`config.mk`:
```
export PLATFORM = sky130hd
export DESIGN_NAME = rc_ppm_frame_sequencer
export DESIGN_NICKNAME = d
export VERILOG_FILES = /design/src/design/rcppm_pkg.sv /design/src/design/rcppm_out_skid.sv /design/src/design/rc_ppm_frame_sequencer.sv
export VERILOG_INCLUDE_DIRS = /design/src /design/src/design
export SDC_FILE = /design/constraint.sdc
export NUM_CORES = 1
export LEC_CHECK = 0
export BUFFER_PORTS_ARGS = -buffer_cell sky130_fd_sc_hd__buf_4
export CORE_MARGIN = 10
export CORE_UTILIZATION = 45
export CTS_CLUSTER_SIZE = 25
export DETAILED_ROUTE_END_ITERATION = 8
export GPL_ROUTABILITY_DRIVEN = 1
export GPL_TIMING_DRIVEN = 0
export HOLD_SLACK_MARGIN = 0.1
export SLEW_MARGIN = 0
export SYNTH_ARGS = -nofsm -noshare
export SYNTH_HDL_FRONTEND = slang
export SYNTH_HIERARCHICAL = 1
export SYNTH_SLANG_ARGS = --single-unit
export TNS_END_PERCENT = 100
```
`constraint.sdc`:
```
create_clock -name i_clk -period 25.3 [get_ports i_clk]
set_input_delay 2.53 -clock i_clk [delete_from_list [all_inputs] [get_ports i_clk]]
set_output_delay 2.53 -clock i_clk [all_outputs]
set_load 0.005 [all_outputs]
```
`src/design/rc_ppm_frame_sequencer_defines.svh`:
```
// Assertion macros shared by the PPM frame sequencer RTL.
// No dependencies; included by the modules that check their own logic.
`ifndef RC_PPM_FRAME_SEQUENCER_DEFINES_SVH
`define RC_PPM_FRAME_SEQUENCER_DEFINES_SVH

// Same-cycle implication, checked out of reset.
`define RCPPM_ASSERT_NOW(label, clk, rst_n, ante, cons) \
    label: assert property (@(posedge clk) disable iff (!rst_n) (ante) |-> (cons)) \
        else $error("rcppm: same-cycle check failed");

// Next-cycle implication, checked out of reset.
`define RCPPM_ASSERT_NEXT(label, clk, rst_n, ante, cons) \
    label: assert property (@(posedge clk) disable iff (!rst_n) (ante) |=> (cons)) \
        else $error("rcppm: next-cycle check failed");

`endif

```
`src/design/rcppm_pkg.sv`:
```
// Types and constants for the PPM frame sequencer.
// No dependencies; used by rcppm_out_skid, rc_ppm_frame_sequencer and the testbench.
package rcppm_pkg;

    // Field widths
    localparam int SYNC_W   = 13;
    localparam int STOP_W   = 10;
    localparam int WIDTH_W  = 12;
    localparam int CHIDX_W  = 3;
    localparam int RELOAD_W = 16;
    localparam int TICKS_W  = 18;

    // Configuration port
    localparam int CFG_IDX_W  = 2;
    localparam int CFG_DATA_W = 13;
    localparam logic [CFG_IDX_W-1:0] CFG_SYNC_TIME = 2'd0;
    localparam logic [CFG_IDX_W-1:0] CFG_STOP_TIME = 2'd1;

    // Reset values and timing constants (ticks are 1/9 us)
    localparam logic [SYNC_W-1:0]   SYNC_RESET  = 13'd4000;
    localparam logic [STOP_W-1:0]   STOP_RESET  = 10'd300;
    localparam logic [WIDTH_W-1:0]  WIDTH_LO    = 12'd1000;
    localparam logic [WIDTH_W-1:0]  WIDTH_HI    = 12'd1500;
    localparam logic [TICKS_W-1:0]  FRAME_TICKS = 18'd180000;
    localparam logic [TICKS_W-1:0]  CHUNK_MAX   = 18'd60000;

    // Half-slot codes
    localparam logic HALF_PULSE = 1'b0;
    localparam logic HALF_GAP   = 1'b1;

    // Input command codes
    localparam logic CMD_EVENT = 1'b0;
    localparam logic CMD_WRITE = 1'b1;

    typedef struct packed {
        logic               cmd;
        logic [CHIDX_W-1:0] channel_index;
        logic [WIDTH_W-1:0] channel_width_us;
    } t_in_item;

    typedef struct packed {
        logic                level;
        logic [RELOAD_W-1:0] reload;
    } t_out_item;

endpackage

```
`src/design/rcppm_out_skid.sv`:
```
// Two-entry result buffer: output register plus one skid register.
// Depends on rcppm_pkg (t_out_item) and the assertion macro header.
`include "rc_ppm_frame_sequencer_defines.svh"

module rcppm_out_skid (
    input  logic                 i_clk,
    input  logic                 i_rst_n,
    input  logic                 i_valid,
    input  rcppm_pkg::t_out_item i_data,
    output logic                 o_ready,
    output logic                 o_valid,
    input  logic                 i_ready,
    output rcppm_pkg::t_out_item o_data
);

    logic                 r_out_v;
    logic                 r_skid_v;
    rcppm_pkg::t_out_item r_out;
    rcppm_pkg::t_out_item r_skid;
    logic                 out_fire;
    logic                 push;

    assign out_fire = r_out_v & i_ready;
    assign push     = i_valid & ~r_skid_v;

    // Take a beat whenever the skid slot is free
    assign o_ready = ~r_skid_v;
    assign o_valid = r_out_v;
    assign o_data  = r_out;

    // Valid flags
    always_ff @(posedge i_clk) begin
        if (!i_rst_n) begin
            r_out_v  <= 1'b0;
            r_skid_v <= 1'b0;
        end else if (r_skid_v) begin
            if (out_fire) begin
                r_skid_v <= 1'b0;
            end
        end else if (push) begin
            if (r_out_v && !out_fire) begin
                r_skid_v <= 1'b1;
            end else begin
                r_out_v <= 1'b1;
            end
        end else if (out_fire) begin
            r_out_v <= 1'b0;
        end
    end

    // Payload registers
    always_ff @(posedge i_clk) begin
        if (r_skid_v) begin
            if (out_fire) begin
                r_out <= r_skid;
            end
        end else if (push) begin
            if (r_out_v && !out_fire) begin
                r_skid <= i_data;
            end else begin
                r_out <= i_data;
            end
        end
    end

    `RCPPM_ASSERT_NOW(a_skid_implies_out, i_clk, i_rst_n, r_skid_v, r_out_v)
    `RCPPM_ASSERT_NEXT(a_skid_holds, i_clk, i_rst_n, r_skid_v && !i_ready, r_skid_v && $stable(r_skid))

endmodule

```
`src/design/rc_ppm_frame_sequencer.sv`:
```
// PPM frame sequencer top level: slot state machine, channel widths, config.
// Depends on rcppm_pkg, rcppm_out_skid and the assertion macro header.
//
//  channel | signals                               | beat carries
//  --------+---------------------------------------+------------------------------
//  input   | i_in_valid, o_in_ready, i_in_data     | timer event or width write
//  output  | o_out_valid, i_out_ready, o_out_data  | pin level and timer reload
//  config  | i_cfg_valid, o_cfg_ready, i_cfg_index,| sync or stop time write
//          | i_cfg_data                            |
//
// One input beat per cycle while the buffer has room; each result is registered.
// The single-cycle path is the slot step, the width mux and one 16-bit times-nine add.
// Reset (synchronous, active low) puts the sequencer at frame end with a full budget.
// A two-entry output buffer keeps input flowing while one result waits; input
// stalls only when both entries are full. Config writes are always taken.
`include "rc_ppm_frame_sequencer_defines.svh"

module rc_ppm_frame_sequencer #(
    parameter int CHANNELS = 8
) (
    input  logic                                 i_clk,
    input  logic                                 i_rst_n,
    input  logic                                 i_in_valid,
    output logic                                 o_in_ready,
    input  rcppm_pkg::t_in_item                  i_in_data,
    output logic                                 o_out_valid,
    input  logic                                 i_out_ready,
    output rcppm_pkg::t_out_item                 o_out_data,
    input  logic                                 i_cfg_valid,
    output logic                                 o_cfg_ready,
    input  logic [rcppm_pkg::CFG_IDX_W-1:0]      i_cfg_index,
    input  logic [rcppm_pkg::CFG_DATA_W-1:0]     i_cfg_data
);

    localparam int SW = $clog2(CHANNELS + 2);
    localparam int IW = (CHANNELS > 1) ? $clog2(CHANNELS) : 1;
    localparam logic [SW-1:0] SLOT_SYNC = '0;
    localparam logic [SW-1:0] SLOT_LAST = SW'(CHANNELS);
    localparam logic [SW-1:0] SLOT_END  = SW'(CHANNELS + 1);

    logic [SW-1:0]                   r_slot;
    logic [SW-1:0]                   n_slot;
    logic                            r_half;
    logic                            n_half;
    logic [rcppm_pkg::TICKS_W-1:0]   r_ticks;
    logic [rcppm_pkg::TICKS_W-1:0]   n_ticks;
    logic [rcppm_pkg::WIDTH_W-1:0]   r_widths [CHANNELS];
    logic [rcppm_pkg::SYNC_W-1:0]    r_sync;
    logic [rcppm_pkg::STOP_W-1:0]    r_stop;

    logic                            in_fire;
    logic                            ev_fire;
    logic                            wr_fire;
    logic                            level;
    logic [IW-1:0]                   rd_idx;
    logic [IW-1:0]                   wr_idx;
    logic [rcppm_pkg::WIDTH_W-1:0]   width_sel;
    logic [rcppm_pkg::RELOAD_W-1:0]  len16;
    logic [rcppm_pkg::RELOAD_W-1:0]  base16;
    logic [rcppm_pkg::RELOAD_W-1:0]  period;
    rcppm_pkg::t_out_item            result;
    logic                            buf_ready;

    assign in_fire = i_in_valid & buf_ready;
    assign ev_fire = in_fire & (i_in_data.cmd == rcppm_pkg::CMD_EVENT);
    assign wr_fire = in_fire & (i_in_data.cmd == rcppm_pkg::CMD_WRITE);
    assign o_in_ready  = buf_ready;
    assign o_cfg_ready = 1'b1;

    // Step the slot and half state, pick the pin level
    always_comb begin
        n_slot = r_slot;
        n_half = r_half;
        level  = 1'b0;
        if (r_slot <= SLOT_LAST) begin
            if (r_half == rcppm_pkg::HALF_GAP) begin
                n_half = rcppm_pkg::HALF_PULSE;
                level  = 1'b1;
            end else begin
                n_half = rcppm_pkg::HALF_GAP;
                n_slot = r_slot + SW'(1);
            end
        end else if (r_ticks == rcppm_pkg::FRAME_TICKS) begin
            n_slot = SLOT_SYNC;
            n_half = rcppm_pkg::HALF_GAP;
        end
    end

    // Select the slot length for the new state
    assign rd_idx = IW'(n_slot - SW'(1));
    always_comb begin
        width_sel = '0;
        if (int'(rd_idx) < CHANNELS) begin
            width_sel = r_widths[rd_idx];
        end
    end
    assign len16 = (n_slot == SLOT_SYNC) ? 16'(r_sync) : 16'(width_sel);

    // Next period in ticks, wrapping at 16 bits
    always_comb begin
        base16 = (n_half == rcppm_pkg::HALF_GAP) ? (len16 - 16'(r_stop)) : 16'(r_stop);
        period = base16 + {base16[12:0], 3'b000};
        if (n_slot > SLOT_LAST) begin
            period = (r_ticks > rcppm_pkg::CHUNK_MAX) ? 16'(rcppm_pkg::CHUNK_MAX)
                                                      : r_ticks[15:0];
        end
        if (18'(period) >= r_ticks) begin
            n_ticks = rcppm_pkg::FRAME_TICKS;
        end else begin
            n_ticks = r_ticks - 18'(period);
        end
    end

    assign result.level  = level;
    assign result.reload = period - 16'd1;

    // Sequencer state, channel widths and config registers
    assign wr_idx = IW'(i_in_data.channel_index);
    always_ff @(posedge i_clk) begin
        if (!i_rst_n) begin
            r_slot  <= SLOT_END;
            r_half  <= rcppm_pkg::HALF_PULSE;
            r_ticks <= rcppm_pkg::FRAME_TICKS;
            r_sync  <= rcppm_pkg::SYNC_RESET;
            r_stop  <= rcppm_pkg::STOP_RESET;
            for (int i = 0; i < CHANNELS; i++) begin
                r_widths[i] <= (i >= 1 && i <= 3) ? rcppm_pkg::WIDTH_HI : rcppm_pkg::WIDTH_LO;
            end
        end else begin
            if (ev_fire) begin
                r_slot  <= n_slot;
                r_half  <= n_half;
                r_ticks <= n_ticks;
            end
            if (wr_fire && (int'(i_in_data.channel_index) < CHANNELS)) begin
                r_widths[wr_idx] <= i_in_data.channel_width_us;
            end
            if (i_cfg_valid) begin
                case (i_cfg_index)
                    rcppm_pkg::CFG_SYNC_TIME: r_sync <= i_cfg_data[rcppm_pkg::SYNC_W-1:0];
                    rcppm_pkg::CFG_STOP_TIME: r_stop <= i_cfg_data[rcppm_pkg::STOP_W-1:0];
                    default: ;
                endcase
            end
        end
    end

    // Result buffer toward the timer
    rcppm_out_skid u_out_skid (
        .i_clk   (i_clk),
        .i_rst_n (i_rst_n),
        .i_valid (ev_fire),
        .i_data  (result),
        .o_ready (buf_ready),
        .o_valid (o_out_valid),
        .i_ready (i_out_ready),
        .o_data  (o_out_data)
    );

    `RCPPM_ASSERT_NOW(a_slot_range, i_clk, i_rst_n, 1'b1, r_slot <= SLOT_END)
    `RCPPM_ASSERT_NOW(a_budget_range, i_clk, i_rst_n, 1'b1, r_ticks != '0 && r_ticks <= rcppm_pkg::FRAME_TICKS)
    `RCPPM_ASSERT_NEXT(a_frame_start, i_clk, i_rst_n, ev_fire && r_slot == SLOT_END && r_ticks == rcppm_pkg::FRAME_TICKS, r_slot == SLOT_SYNC && r_half == rcppm_pkg::HALF_GAP)
    `RCPPM_ASSERT_NEXT(a_gap_to_pulse, i_clk, i_rst_n, ev_fire && r_slot <= SLOT_LAST && r_half == rcppm_pkg::HALF_GAP, r_half == rcppm_pkg::HALF_PULSE && $stable(r_slot))

endmodule

```
==> reports/results.txt <==
Run status - complete, no violations
Fin. max-slew vios - 0
Setup slack, reg-to-reg - 13.48 ns
Antenna violation net count after detailed routing - 0
Cts repair resizes - 0
Residual DRC - 0
Die width - 173 µm
Ant diodes - 0
Drt total wl - 26500 µm
Post-CTS Setup Inserts - 0
Layout cells sized above 1 - 16.9%
Reg2reg end - r_ticks[2]
Worst slew pin tran - 0.943 ns
Final period util - 46.7%
Largest net degree at the start of global routing - 19
Reg clk slew, reported paths - 0.07 ns
Shortest period the worst path allows - 11.82 ns
Initial Util - 46.2%
Distinct cell type count after synthesis - 85
Critical Path Sink - r_ticks[2]
Die Y-Extent - 173 µm
Cts bufs inserted - 17
GPL Wtd Cong - 0.862
Clk_skew - 0.0222 ns
IO buf count - 54
Syn Nets - 1083
H-tree Lvls - 4
Layout area overhead - 13.6%
RSZ-0062 raised after global routing - no
Setup TNS - 0 ns
Hold Crit Depth - 2
Final hold vios - 0
Seq cells post-synth - 178
DIE AREA - 0.0300 mm²
Mapped Area - 0.0106 mm²
CP Depth - 44
Grt total ovfl - 0
Vias in the first global route - 7891
DR pass1 iterations - 5
Slowest-stage cell, CP - clkbuf_1
CTS tree - done
Hold-fix buffers, CTS - 0
Post-Synthesis Cells - 1007
Clock Latency Late Sink - 0.44 ns
# fillers - 2095
Slowest cell delay on critical path - 0.65 ns
DRC violation total after the first TritonRoute iteration - 605
Top_reg_cell synth - edfxtp_1
Core area - 0.0228 mm²
Hold WC Path Type - reg -> reg
Max-cap viol count - 0
Synth warn - 6
Clock Tree Root - clkbuf_16
Sequential share of the synthesized area - 46.1%
Initial antenna violation count - 0
Endpoints failing setup - 0
Maximum clock insertion buffer count - 2
Reg-to-reg startpoint - r_ticks[14]
Startpoint types - register
Worst path bufs/invs - 7
CP required - 25.61 ns
Via density - 5.59
Top Family by Delay on Critical Path - compound AO/OA/AOI/OAI gates
CP Capture Type - register
Routed WL per cell - 18.8 µm
Row count - 55
Final nets - 1158
Avg Inst Size Synth - 10.5 µm²
Cells on worst reg2reg path - 44
EDFF count, synth - 130
Rel. slew slack - 36.7%
Worst path arrival time - 12.13 ns
HPWL after DPL - 20000 µm
Ys async rst share - 0%
Total track usage - 17.7%
Kind of critical path - reg -> reg
Via count - 7875
F_max - 84.6 MHz
Clock Sinks - 178
Crit path max fanout - 10
Global-route wire length before repair - 42700 µm
Worst setup path startpoint - r_ticks[14]
# IOs - 56
state kept, by name, indices dropped and copies added, names as in the netlist:
name                 cells
r_stop                  10
r_slot                   4
u_out_skid/o_valid       1
r_sync                  13
r_widths                96
r_half                   1
u_out_skid/r_skid       17
u_out_skid/o_data       17
r_ticks                 18
u_out_skid/r_skid_v      1
how the worst min path moves through the flow:
stage	to	start	slack [ns]
global route	r_sync[12]	r_sync[12]	0.49
finish	r_sync[12]	r_sync[12]	0.46
CTS	r_sync[12]	r_sync[12]	0.46
detailed placement	r_sync[12]	r_sync[12]	0.45
global placement	r_sync[3]	r_sync[3]	0.44
floorplan	r_sync[12]	r_sync[12]	0.43
per-layer routing:
metal	vias to the layer above	GRT usage (%)	part of all wire (%)
met2	131	30.7	50
met3	32	2.35	2.8
met5	-	0	0
li1	3873	-	-
met4	0	5.39	1.6
met1	3839	22.3	45
placed cells by master, fill, tap and decap left out, types with 5 or more instances in the layout:
cell type	instances
xnor2_1	32
edfxtp_1	130
nor2_1	63
o21ai_0	41
or3_1	19
o2111ai_1	5
or2_2	26
buf_4	56
o22ai_1	8
inv_6	5
clkbuf_16	17
clkbuf_1	35
inv_1	35
o31ai_1	5
nor4_1	7
nor3_1	15
and2_1	41
a21o_1	13
buf_1	5
a22oi_1	5
xor2_1	17
ha_1	37
a21oi_1	58
a211oi_1	8
nand4_1	5
o21ai_1	5
o21a_1	6
nand2_1	101
nand2b_1	38
mux2i_1	15
mux2_2	18
mux4_2	24
o211ai_1	13
dfxtp_1	48
and3_1	16
nor2b_1	9
nand3_1	20
nand3b_1	5
metrics by stage:
step,instances,instance area (µm²),setup slack (ns),util (%),hold slack (ns)
floorplan,1007,10600,16.14,-,0.432
global placement,1374,11400,13.62,49.7,0.444
detailed placement,1376,11400,13.45,49.8,0.452
CTS,1408,12000,13.42,52.5,0.462
global route,1408,12000,12.51,52.5,0.490
finish,1408,12000,13.48,52.5,0.461
kinds of logic after synthesis:
logic type,synth area share (%)
compound gates,13.9
xor+xnor,4.07
fa+ha+maj,4.95
buf+inv,2.99
flops,46.1
mux,8.61
other cells,0.0355
simple gates,19.4
tightest hold or removal path, stage by stage, from the launching register on:
cell and delay (ns):
dfxtp_1 0.31, nand2_1 0.05, a21oi_1 0.05
final cells by class:
type	count	area (µm²)	area share [%]
buffer	43	180	1.50
clock buffer	17	425	3.55
clock inverter	15	189	1.58
inverter	36	135	1.13
multi-input combinational	750	5380	44.9
sequential	178	4860	40.6
tap	313	392	3.27
timing repair buffer	56	424	3.54
synth_stat cells (all sizes together), types with 10 or more instances:
cell / count / area (µm²)
nand3: 20 / 100
nor2: 64 / 243
a21oi: 59 / 295
mux4: 24 / 541
or3: 20 / 130
mux2i: 15 / 150
edfxtp: 130 / 3900
xnor2: 32 / 280
o21ai: 48 / 248
nor2b: 10 / 70.1
nor3: 17 / 95.1
clkbuf: 35 / 131
a21o: 13 / 97.6
or2: 27 / 169
ha: 37 / 463
and2: 41 / 257
xor2: 17 / 149
dfxtp: 48 / 961
nand2: 101 / 379
inv: 35 / 131
o211ai: 13 / 97.6
and3: 16 / 100
mux2: 19 / 218
nand2b: 38 / 238
Power is left out: the tool's default activity adds up to more than one toggle a clock period on the data nets, which glitch-free logic cannot reach.
